==> src/sv/cell_adc_diagnostic_sequencer_defines.svh <==
// Assertion macros shared by the cell ADC diagnostic sequencer modules.
`ifndef CELL_ADC_DIAGNOSTIC_SEQUENCER_DEFINES_SVH
`define CELL_ADC_DIAGNOSTIC_SEQUENCER_DEFINES_SVH

// Property that must hold at every clock edge outside of reset.
`define CADS_CHECK(lbl, prop, msg) \
    lbl: assert property (@(posedge aclk) disable iff (!aresetn) (prop)) else $error(msg);

// The consequent must hold in the cycle after the antecedent.
`define CADS_CHECK_NEXT(lbl, ante, cons, msg) \
    lbl: assert property (@(posedge aclk) disable iff (!aresetn) (ante) |=> (cons)) \
        else $error(msg);

`endif

==> src/sv/cads_pkg.sv <==
// Shared types, codes and defaults of the cell ADC diagnostic sequencer.
package cads_pkg;

    // Default sizes of the monitor chain.
    localparam int NUM_MODULES_DEF      = 8;
    localparam int NUM_PHASES_DEF       = 4;
    localparam int CELLS_PER_MODULE_DEF = 16;

    // Field widths fixed by the stream format.
    localparam int MOD_W   = 3;
    localparam int CELL_W  = 4;
    localparam int CODE_W  = 16;
    localparam int PHASE_W = 3;
    localparam int KIND_W  = 2;
    localparam int MAP_W   = 17;
    localparam int LIMIT_W = 16;
    localparam int CFG_IDX_W = 1;
    localparam int S_TDATA_W = 40;
    localparam int M_TDATA_W = 32;
    // At most eight modules are reported after an open-wire phase.
    localparam int MAX_REPORTS = 8;
    localparam int RPT_IDX_W   = 3;

    // Request kinds on the input stream.
    localparam logic REQ_SAMPLE   = 1'b0;
    localparam logic REQ_END_PASS = 1'b1;

    // Result kinds on the output stream.
    localparam logic [KIND_W-1:0] KIND_CHECK   = 2'd0;
    localparam logic [KIND_W-1:0] KIND_REPORT  = 2'd1;
    localparam logic [KIND_W-1:0] KIND_ADVANCE = 2'd2;

    // Diagnostic phases; phases above the even open-wire phase are pauses.
    localparam logic [PHASE_W-1:0] PH_REDUNDANT = 3'd0;
    localparam logic [PHASE_W-1:0] PH_OW_ODD    = 3'd1;
    localparam logic [PHASE_W-1:0] PH_OW_EVEN   = 3'd2;

    // Configuration register indexes.
    localparam logic [CFG_IDX_W-1:0] CFG_MISMATCH_LIMIT  = 1'b0;
    localparam logic [CFG_IDX_W-1:0] CFG_OPEN_WIRE_LIMIT = 1'b1;

    // Register defaults: 0.2 V difference and -1.0 V threshold in raw codes.
    localparam logic [LIMIT_W-1:0] MISMATCH_LIMIT_RST  = 16'd1333;
    localparam logic [LIMIT_W-1:0] OPEN_WIRE_LIMIT_RST = 16'hE5F6;

    // Commands from the controller to the datapath.
    typedef struct packed {
        logic                 in_ready;
        logic                 rpt_load;
        logic                 rpt_last;
        logic [RPT_IDX_W-1:0] rpt_idx;
    } cads_cmd_t;

    // Status from the datapath to the controller.
    typedef struct packed {
        logic in_valid;
        logic out_free;
        logic eop_report;
    } cads_sts_t;

endpackage

==> src/sv/cads_ctrl.sv <==
// Controller state machine: input admission and the open-wire report sweep.
`include "cell_adc_diagnostic_sequencer_defines.svh"

module cads_ctrl #(
    parameter int NUM_MODULES = cads_pkg::NUM_MODULES_DEF
) (
    input  logic                aclk,
    input  logic                aresetn,
    input  cads_pkg::cads_sts_t sts,
    output cads_pkg::cads_cmd_t cmd
);
    import cads_pkg::*;

    localparam int RPT_COUNT = (NUM_MODULES < MAX_REPORTS) ? NUM_MODULES : MAX_REPORTS;
    localparam logic [RPT_IDX_W-1:0] RPT_LAST_IDX = RPT_IDX_W'(RPT_COUNT - 1);

    localparam logic ST_IDLE   = 1'b0;
    localparam logic ST_REPORT = 1'b1;

    logic                 state_reg, state_next;
    logic [RPT_IDX_W-1:0] cnt_reg, cnt_next;
    logic                 accept;

    // Requests are taken only when idle and the output register can take a result.
    assign cmd.in_ready = (state_reg == ST_IDLE) && sts.out_free;
    assign accept       = sts.in_valid && cmd.in_ready;
    assign cmd.rpt_load = (state_reg == ST_REPORT) && sts.out_free;
    assign cmd.rpt_idx  = cnt_reg;
    assign cmd.rpt_last = (cnt_reg == RPT_LAST_IDX);

    // Next state: a sweep starts on an end-of-pass request after an open-wire phase and ends with the last report.
    always_comb begin
        state_next = state_reg;
        cnt_next   = cnt_reg;
        unique case (state_reg)
            ST_IDLE: begin
                if (accept && sts.eop_report) begin
                    state_next = ST_REPORT;
                    cnt_next   = '0;
                end
            end
            ST_REPORT: begin
                if (cmd.rpt_load) begin
                    if (cmd.rpt_last) begin
                        state_next = ST_IDLE;
                    end else begin
                        cnt_next = cnt_reg + 1'b1;
                    end
                end
            end
            default: begin
                state_next = ST_IDLE;
            end
        endcase
    end

    // State and sweep counter.
    always_ff @(posedge aclk) begin
        if (!aresetn) begin
            state_reg <= ST_IDLE;
            cnt_reg   <= '0;
        end else begin
            state_reg <= state_next;
            cnt_reg   <= cnt_next;
        end
    end

    `CADS_CHECK(a_no_take_in_sweep, (state_reg == ST_REPORT) |-> !cmd.in_ready, "request taken during report sweep")
    `CADS_CHECK(a_cnt_in_range, cnt_reg <= RPT_LAST_IDX, "report counter beyond module count")
    `CADS_CHECK_NEXT(a_sweep_ends, cmd.rpt_load && cmd.rpt_last, state_reg == ST_IDLE, "sweep did not end after last report")

endmodule

==> src/sv/cads_dpath.sv <==
// Datapath: limits, phase, low-cell masks, checks and the output register.
`include "cell_adc_diagnostic_sequencer_defines.svh"

module cads_dpath #(
    parameter int NUM_MODULES      = cads_pkg::NUM_MODULES_DEF,
    parameter int NUM_PHASES       = cads_pkg::NUM_PHASES_DEF,
    parameter int CELLS_PER_MODULE = cads_pkg::CELLS_PER_MODULE_DEF
) (
    input  logic                               aclk,
    input  logic                               aresetn,
    // Configuration writes.
    input  logic                               cfg_valid,
    input  logic [cads_pkg::CFG_IDX_W-1:0]     cfg_index,
    input  logic [cads_pkg::LIMIT_W-1:0]       cfg_data,
    // Input request fields.
    input  logic                               in_valid,
    input  logic                               req_type,
    input  logic [cads_pkg::MOD_W-1:0]         module_index,
    input  logic [cads_pkg::CELL_W-1:0]        cell_index,
    input  logic signed [cads_pkg::CODE_W-1:0] primary_code,
    input  logic signed [cads_pkg::CODE_W-1:0] redundant_code,
    // Result fields.
    input  logic                               out_ready,
    output logic                               out_valid,
    output logic [cads_pkg::KIND_W-1:0]        kind,
    output logic [cads_pkg::MOD_W-1:0]         out_module,
    output logic [cads_pkg::CELL_W-1:0]        out_cell,
    output logic                               mismatch_valid,
    output logic                               mismatch,
    output logic [cads_pkg::MAP_W-1:0]         open_wire_map,
    output logic [cads_pkg::PHASE_W-1:0]       phase,
    output logic                               last,
    // Controller link.
    input  cads_pkg::cads_cmd_t                cmd,
    output cads_pkg::cads_sts_t                sts
);
    import cads_pkg::*;

    localparam int MASK_DEPTH = (NUM_MODULES < MAX_REPORTS) ? NUM_MODULES : MAX_REPORTS;
    localparam int MIDX_W     = (MASK_DEPTH > 1) ? $clog2(MASK_DEPTH) : 1;
    localparam int CIDX_W     = $clog2(CELLS_PER_MODULE);
    localparam logic [PHASE_W-1:0] PH_LAST = PHASE_W'(NUM_PHASES - 1);

    logic [LIMIT_W-1:0]          mm_limit_reg;
    logic signed [LIMIT_W-1:0]   ow_limit_reg;
    logic [PHASE_W-1:0]          phase_reg, phase_next;
    logic [CELLS_PER_MODULE-1:0] mask_reg [MASK_DEPTH];

    logic                        out_valid_reg, out_valid_next;
    logic [KIND_W-1:0]           kind_reg, kind_next;
    logic [MOD_W-1:0]            mod_reg, mod_next;
    logic [CELL_W-1:0]           cell_reg, cell_next;
    logic                        mv_reg, mv_next;
    logic                        mm_reg, mm_next;
    logic [MAP_W-1:0]            map_reg, map_next;
    logic [PHASE_W-1:0]          ph_out_reg, ph_out_next;
    logic                        last_reg, last_next;

    logic                        accept;
    logic                        in_range;
    logic                        check_phase;
    logic                        ow_phase;
    logic                        load_check;
    logic                        load_adv;
    logic                        mask_wr;
    logic                        cell_low;
    logic signed [CODE_W:0]      diff;
    logic [CODE_W:0]             abs_diff;
    logic [CELLS_PER_MODULE-1:0] rpt_mask;
    logic [MAP_W-1:0]            wire_map;
    logic [MIDX_W-1:0]           wr_idx;
    logic [CIDX_W-1:0]           wr_bit;

    // Request decode.
    assign accept      = in_valid && cmd.in_ready;
    assign in_range    = ({{(6 - MOD_W){1'b0}}, module_index} < 6'(NUM_MODULES))
                         && ({1'b0, cell_index} < 5'(CELLS_PER_MODULE));
    assign check_phase = (phase_reg <= PH_OW_EVEN);
    assign ow_phase    = (phase_reg == PH_OW_ODD) || (phase_reg == PH_OW_EVEN);
    assign load_check  = accept && (req_type == REQ_SAMPLE) && check_phase && in_range;
    assign load_adv    = accept && (req_type == REQ_END_PASS) && !ow_phase;

    assign sts.in_valid   = in_valid;
    assign sts.out_free   = !out_valid_reg || out_ready;
    assign sts.eop_report = (req_type == REQ_END_PASS) && ow_phase;

    // Redundant check: absolute code difference against the limit.
    assign diff     = (CODE_W + 1)'(primary_code) - (CODE_W + 1)'(redundant_code);
    assign abs_diff = diff[CODE_W] ? (CODE_W + 1)'(-diff) : (CODE_W + 1)'(diff);

    // Open-wire sampling: tested parity only, low when below the threshold.
    assign mask_wr  = load_check && (((phase_reg == PH_OW_ODD) && cell_index[0])
                      || ((phase_reg == PH_OW_EVEN) && !cell_index[0]));
    assign cell_low = (redundant_code < ow_limit_reg);
    assign wr_idx   = module_index[MIDX_W-1:0];
    assign wr_bit   = cell_index[CIDX_W-1:0];

    // Sense wire map of the module under report.
    assign rpt_mask = mask_reg[cmd.rpt_idx[MIDX_W-1:0]];
    always_comb begin
        wire_map    = '0;
        for (int j = 1; j < CELLS_PER_MODULE; j++) begin
            wire_map[j] = rpt_mask[j-1] && rpt_mask[j];
        end
        wire_map[0] = rpt_mask[0] && !rpt_mask[1];
        wire_map[CELLS_PER_MODULE] = rpt_mask[CELLS_PER_MODULE-1]
                                     && !rpt_mask[CELLS_PER_MODULE-2];
    end

    // Phase advances modulo the phase count on every end-of-pass request.
    always_comb begin
        phase_next = phase_reg;
        if (accept && (req_type == REQ_END_PASS)) begin
            phase_next = (phase_reg == PH_LAST) ? '0 : phase_reg + 1'b1;
        end
    end

    // Output register contents.
    always_comb begin
        kind_next   = kind_reg;
        mod_next    = mod_reg;
        cell_next   = cell_reg;
        mv_next     = mv_reg;
        mm_next     = mm_reg;
        map_next    = map_reg;
        ph_out_next = ph_out_reg;
        last_next   = last_reg;
        priority if (cmd.rpt_load) begin
            kind_next   = KIND_REPORT;
            mod_next    = MOD_W'(cmd.rpt_idx);
            cell_next   = '0;
            mv_next     = 1'b0;
            mm_next     = 1'b0;
            map_next    = wire_map;
            ph_out_next = phase_reg;
            last_next   = cmd.rpt_last;
        end else if (load_check) begin
            kind_next   = KIND_CHECK;
            mod_next    = module_index;
            cell_next   = cell_index;
            mv_next     = (phase_reg == PH_REDUNDANT);
            mm_next     = (phase_reg == PH_REDUNDANT)
                          && (abs_diff > {1'b0, mm_limit_reg});
            map_next    = '0;
            ph_out_next = phase_reg;
            last_next   = 1'b1;
        end else if (load_adv) begin
            kind_next   = KIND_ADVANCE;
            mod_next    = '0;
            cell_next   = '0;
            mv_next     = 1'b0;
            mm_next     = 1'b0;
            map_next    = '0;
            ph_out_next = phase_next;
            last_next   = 1'b1;
        end
    end

    // Output valid flag.
    always_comb begin
        priority if (cmd.rpt_load || load_check || load_adv) begin
            out_valid_next = 1'b1;
        end else if (out_ready) begin
            out_valid_next = 1'b0;
        end else begin
            out_valid_next = out_valid_reg;
        end
    end

    // Control state, limits and masks.
    always_ff @(posedge aclk) begin
        if (!aresetn) begin
            mm_limit_reg  <= MISMATCH_LIMIT_RST;
            ow_limit_reg  <= OPEN_WIRE_LIMIT_RST;
            phase_reg     <= PH_REDUNDANT;
            out_valid_reg <= 1'b0;
            for (int i = 0; i < MASK_DEPTH; i++) begin
                mask_reg[i] <= '0;
            end
        end else begin
            phase_reg     <= phase_next;
            out_valid_reg <= out_valid_next;
            if (cfg_valid) begin
                unique case (cfg_index)
                    CFG_MISMATCH_LIMIT:  mm_limit_reg <= cfg_data;
                    CFG_OPEN_WIRE_LIMIT: ow_limit_reg <= cfg_data;
                    default: begin
                    end
                endcase
            end
            if (mask_wr) begin
                mask_reg[wr_idx][wr_bit] <= cell_low;
            end
        end
    end

    // Result payload.
    always_ff @(posedge aclk) begin
        kind_reg   <= kind_next;
        mod_reg    <= mod_next;
        cell_reg   <= cell_next;
        mv_reg     <= mv_next;
        mm_reg     <= mm_next;
        map_reg    <= map_next;
        ph_out_reg <= ph_out_next;
        last_reg   <= last_next;
    end

    assign out_valid      = out_valid_reg;
    assign kind           = kind_reg;
    assign out_module     = mod_reg;
    assign out_cell       = cell_reg;
    assign mismatch_valid = mv_reg;
    assign mismatch       = mm_reg;
    assign open_wire_map  = map_reg;
    assign phase          = ph_out_reg;
    assign last           = last_reg;

    `CADS_CHECK(a_phase_in_range, phase_reg <= PH_LAST, "phase beyond phase count")
    `CADS_CHECK(a_load_when_free, (cmd.rpt_load || load_check || load_adv) |-> sts.out_free, "result loaded over a pending result")
    `CADS_CHECK(a_report_no_check, (out_valid_reg && (kind_reg != KIND_CHECK)) |-> (!mv_reg && !mm_reg && (cell_reg == '0)), "report carries check fields")

endmodule

==> src/sv/cell_adc_diagnostic_sequencer.sv <==
// Top level of the cell ADC diagnostic sequencer: stream ports, controller and datapath.
// Checks and advances show in the cycle after accept; reports follow from the report state.
// Throughput: cell samples and plain phase advances are taken one per cycle while the output is free.
// An end of pass after an open-wire phase starts a sweep of min(NUM_MODULES, 8) reports,
// one module report per cycle while the output is free, read out of the low-cell mask registers.
// Reset (aresetn low, synchronous) sets phase 0, clears all masks and loads default limits.
module cell_adc_diagnostic_sequencer #(
    parameter int NUM_MODULES      = cads_pkg::NUM_MODULES_DEF,
    parameter int NUM_PHASES       = cads_pkg::NUM_PHASES_DEF,
    parameter int CELLS_PER_MODULE = cads_pkg::CELLS_PER_MODULE_DEF
) (
    input  logic                              aclk,
    input  logic                              aresetn,
    // Configuration write channel.
    input  logic                              cfg_valid,
    output logic                              cfg_ready,
    input  logic [cads_pkg::CFG_IDX_W-1:0]    cfg_index,
    input  logic [cads_pkg::LIMIT_W-1:0]      cfg_data,
    // Request stream.
    input  logic                              s_tvalid,
    output logic                              s_tready,
    // s_tdata: module_index[2:0], cell_index[6:3], primary_code[22:7],
    // redundant_code[38:23], zero[39]
    input  logic [cads_pkg::S_TDATA_W-1:0]    s_tdata,
    // s_tuser: req_type[0]
    input  logic                              s_tuser,
    // Result stream.
    output logic                              m_tvalid,
    input  logic                              m_tready,
    // m_tdata: out_module[2:0], out_cell[6:3], mismatch_valid[7], mismatch[8],
    // open_wire_map[25:9], phase[28:26], zero[31:29]
    output logic [cads_pkg::M_TDATA_W-1:0]    m_tdata,
    // m_tuser: kind[1:0]
    output logic [cads_pkg::KIND_W-1:0]       m_tuser,
    output logic                              m_tlast
);
    import cads_pkg::*;

    cads_cmd_t          cmd;
    cads_sts_t          sts;
    logic [MOD_W-1:0]   out_module;
    logic [CELL_W-1:0]  out_cell;
    logic               mismatch_valid;
    logic               mismatch;
    logic [MAP_W-1:0]   open_wire_map;
    logic [PHASE_W-1:0] phase;

    // Limits are plain registers and take a write in any cycle.
    assign cfg_ready = 1'b1;
    assign s_tready  = cmd.in_ready;

    cads_ctrl #(
        .NUM_MODULES (NUM_MODULES)
    ) u_ctrl (
        .aclk    (aclk),
        .aresetn (aresetn),
        .sts     (sts),
        .cmd     (cmd)
    );

    cads_dpath #(
        .NUM_MODULES      (NUM_MODULES),
        .NUM_PHASES       (NUM_PHASES),
        .CELLS_PER_MODULE (CELLS_PER_MODULE)
    ) u_dpath (
        .aclk           (aclk),
        .aresetn        (aresetn),
        .cfg_valid      (cfg_valid),
        .cfg_index      (cfg_index),
        .cfg_data       (cfg_data),
        .in_valid       (s_tvalid),
        .req_type       (s_tuser),
        .module_index   (s_tdata[2:0]),
        .cell_index     (s_tdata[6:3]),
        .primary_code   (s_tdata[22:7]),
        .redundant_code (s_tdata[38:23]),
        .out_ready      (m_tready),
        .out_valid      (m_tvalid),
        .kind           (m_tuser),
        .out_module     (out_module),
        .out_cell       (out_cell),
        .mismatch_valid (mismatch_valid),
        .mismatch       (mismatch),
        .open_wire_map  (open_wire_map),
        .phase          (phase),
        .last           (m_tlast),
        .cmd            (cmd),
        .sts            (sts)
    );

    // Pack the result fields, lowest field first.
    assign m_tdata = {3'b000, phase, open_wire_map, mismatch, mismatch_valid,
                      out_cell, out_module};

endmodule

==> config.mk <==
export PLATFORM = sky130hd
export DESIGN_NAME = cell_adc_diagnostic_sequencer
export DESIGN_NICKNAME = d
export VERILOG_FILES = /design/src/sv/cads_pkg.sv /design/src/sv/cads_ctrl.sv /design/src/sv/cads_dpath.sv /design/src/sv/cell_adc_diagnostic_sequencer.sv
export VERILOG_INCLUDE_DIRS = /design/src /design/src/sv
export SDC_FILE = /design/constraint.sdc
export NUM_CORES = 1
export LEC_CHECK = 0
export BUFFER_PORTS_ARGS = -buffer_cell sky130_fd_sc_hd__buf_2
export CAP_MARGIN = 20
export CORE_MARGIN = 2
export CORE_UTILIZATION = 48
export CTS_CLUSTER_SIZE = 24
export DETAILED_ROUTE_END_ITERATION = 12
export GPL_TIMING_DRIVEN = 0
export PLACE_DENSITY = 0.67
export SLEW_MARGIN = 20
export SYNTH_ARGS = -nofsm -noshare
export SYNTH_HDL_FRONTEND = slang
export SYNTH_SLANG_ARGS = --single-unit
==> constraint.sdc <==
create_clock -name aclk -period 4.6 [get_ports aclk]
set_input_delay 0.46 -clock aclk [delete_from_list [all_inputs] [get_ports aclk]]
set_output_delay 0.46 -clock aclk [all_outputs]
set_load 0.005 [all_outputs]
==> results.sh <==
export IMPL_outcome="finished clean"
export IMPL_overflow=0
export IMPL_seq_area_frac_synth_pct=49.1
export IMPL_cts_hold_buf=0
export IMPL_htree_levels=1
export IMPL_die_area_um2=24900
export IMPL_synth_edf_count=152
export IMPL_max_slew_worst_pin_slew_ns=0.961
export IMPL_ys_ff_latch=203
export IMPL_largest_reg_flops=128
export IMPL_yosysTopAreaCellShare_pct=40.1
export IMPL_async_reset_ff_share_pct=0
export IMPL_drive_gt1_share_pct=17.6
export IMPL_cts_tree="built"
export IMPL_cts_setup_buffers=0
export IMPL_pin_count=101
export IMPL_area_growth_pct=13.6
export IMPL_worst_path_buf_inv=2
export IMPL_hold_viol=0
export IMPL_vias=8965
export IMPL_yosys_top_cells_count="edfxtp_1 (152), nor2_1 (139), o21ai_0 (138)"
export IMPL_skew_ns=0.0101
export IMPL_crit_chain="buf_2 -> inv_1 -> ha_1 -> fa_1 -> and2b_4 -> o21a_4 -> o221a_4 -> a21oi_1 -> o311a_2 -> nor4_1 -> nand3_1 -> o21ai_1 -> xnor2_1 -> ha_1 -> nand4_1 -> or4_1 -> o2111ai_1 -> a21oi_1 -> a21oi_1 -> o41ai_2"
export IMPL_fmax_mhz=231
export IMPL_ff2ff_setup_slack_ns=1.12
export IMPL_maxCapViolCount=0
export IMPL_yosysWarnings=0
export IMPL_cpMostUsedCell="a21oi_1"
export IMPL_syn_area_um2=11400
export IMPL_critPathMaxFanout=5
export IMPL_dp_hpwl_um=22300
export IMPL_avgSynthCellArea_um2=10.4
export IMPL_grt_max_degree=25
export IMPL_grt_pass1_vias=8465
export IMPL_gp_congestion=0.913
export IMPL_synth_area_leaders="edfxtp_1 (40%), dfxtp_1 (9.0%), mux4_2 (6.3%), o21ai_0 (6.1%), ha_1 (5.9%)"
export IMPL_cts_root_buf="clkbuf_16"
export IMPL_finalNetCount=1332
export IMPL_antenna_found_initial=0
export IMPL_synth_top_area_cell="edfxtp_1"
export IMPL_start_kind="primary input"
export IMPL_yosysMostFrequentCell="edfxtp_1"
export IMPL_worstPathArrival_ns=4.72
export IMPL_diodes=0
export IMPL_syn_inst=1096
export IMPL_track_usage_pct=24.4
export IMPL_core_area_um2=23400
export IMPL_finalSetupTns_ns=0
export IMPL_cpMaxStageDelayCell="or4_1"
export IMPL_fill_cells=2108
export IMPL_rsz0062_at_grt="false"
export IMPL_synth_distinct_cells=77
export IMPL_grt_first_pass_wirelength_um=46300
export IMPL_cts_resized_gates=0
export IMPL_synth_ff_type="edfxtp_1"
export IMPL_placementRows=56
export IMPL_post_route_util_pct=55.2
export IMPL_total_power_w=0.00456
export IMPL_ant_nets=0
export IMPL_die_h_um=158
export IMPL_setup_viol_count_final=0
export IMPL_ir_drop_mv=0.223
export IMPL_wirelength_um=30400
export IMPL_drt_vias_per_instance=5.79
export IMPL_initial_core_util_pct=48.6
export IMPL_drt_pass1_iterations=5
export IMPL_end_kind="flip-flop"
export IMPL_worst_slack_ns=0.263
export IMPL_path_class="in -> reg"
export IMPL_critical_path_top_delay_family="simple AND/OR/NAND/NOR gates"
export IMPL_drt_initial_drc_count=940
export IMPL_powerDensity_nw_per_um2=353
export IMPL_portBuffers=91
export IMPL_place_ws_ns=-0.132
export IMPL_timing_slew_headroom_pct=35.1
export IMPL_slowest_delay_ns=0.50
export IMPL_cts_buffer_depth=3
export IMPL_drc=0
export IMPL_cts_clk_slew_worst_paths_ns=0.06
export IMPL_report_final_slew_viol_count=0
export IMPL_cp_data_required_time_ns=4.98
export IMPL_min_period_over_period_pct=94.3
export IMPL_die_w_um=158
export IMPL_wl_per_cell_um=19.6
export IMPL_fin_crit_ns=4.34
export IMPL_leakage_nw=4.76
export IMPL_clk_latency_ns=0.51
export IMPL_cts_sinks=203
export IMPL_numCtsBuffers=23
export IMPL_hold_path_class="in -> reg"
## worst register-to-register path: stages (launching register included)
cell and delay [ns]:
dfxtp_1 0.45, ha_1 0.22, inv_1 0.11, a2111oi_4 0.53
nand4b_1 0.18, nor3_1 0.59, nand2_1 0.42, clkbuf_1 0.38
o21ai_0 0.30
## layer usage
layer	up-vias	global-route usage [%]	share of wire (%)
met1	4274	34.5	43
met5	-	0	0
met3	56	4.02	9.6
li1	4170	-	-
met4	0	7.21	2.2
met2	465	38.7	45
## metrics by stage
stage	area, µm²	std cells	hold slack, ns
2_1_floorplan	11400	1098	0.437
3_3_place_gp	12200	1508	0.434
3_5_place_dp	12200	1508	0.433
4_1_cts	12900	1549	0.188
5_1_grt	12900	1549	0.223
6_report	12900	1549	0.205
## cells by family (layout without fill, tap and decap cells)
logic type | count (synthesis) | after routing | synth area share [%]
flip-flops | 203 | 203 | 49.1
adder cells (fa/ha/maj) | 55 | 55 | 6.11
XOR/XNOR | 25 | 25 | 1.99
AO/OA/AOI/OAI | 257 | 257 | 14.6
buffers and inverters | 151 | 283 | 5.70
multiplexers | 55 | 55 | 8.66
other | 2 | 4 | 0.0660
AND/OR/NAND/NOR | 348 | 348 | 13.8
## placed cells by master, fill, tap and decap left out, types with 5 or more instances in the layout
cell type | synthesis | routed
edfxtp_1 | 152 | 152
o211ai_1 | 18 | 18
nand2_1 | 92 | 92
mux2i_1 | 8 | 8
mux2i_2 | 6 | 6
clkinv_1 | 0 | 7
xor2_1 | 5 | 5
xnor2_1 | 19 | 19
buf_2 | 9 | 100
nand3_1 | 17 | 17
clkbuf_16 | 0 | 23
mux4_2 | 32 | 32
a21oi_1 | 19 | 19
a22o_1 | 8 | 8
clkbuf_1 | 66 | 72
a21boi_0 | 18 | 18
nor2b_1 | 10 | 10
nand4_1 | 8 | 8
nand3b_1 | 5 | 5
a21o_1 | 14 | 14
mux2_2 | 9 | 9
dfxtp_1 | 51 | 51
o21ai_0 | 138 | 138
nor2_1 | 139 | 139
and2_1 | 5 | 5
nor3_1 | 42 | 42
ha_1 | 54 | 54
buf_4 | 10 | 10
inv_1 | 59 | 59
o21ai_1 | 8 | 8
## worst paths after layout
path / from / end / cells after the start
worst max-delay path: s_tdata[7] / u_dpath.mismatch$_SDFFE_PP0P_ / 20
worst min-delay path: cfg_data[0] / u_dpath.mm_limit_reg[0]$_SDFFE_PN1P_ / 3
worst max register to register: u_dpath.phase_reg[1]$_SDFF_PN0_ / u_dpath.mask_reg[3][6]$_SDFFCE_PN0P_ / 8
worst min register to register: u_dpath.kind[0]$_SDFFE_PP1P_ / u_dpath.kind[0]$_SDFFE_PP1P_ / 2
## power by group
part	leakage, nW	switching [W]	internal [W]	total, W
clock network	0.335	0.000726	0.000988	0.00171
logic	2.44	0.000450	0.000313	0.000763
registers	1.98	0.0000308	0.00206	0.00209
## final cells by class
cell class	count	area, µm²	area share (%)
Timing Repair Buffer	91	455	3.52
Clock inverter	11	75.1	0.581
Inverter	59	221	1.71
Sequential cell	203	5590	43.2
Buffer	92	427	3.30
Clock buffer	30	612	4.73
Multi-Input combinational cell	744	5150	39.9
Tap cell	319	399	3.09
(Power assumes the default switching activity.)
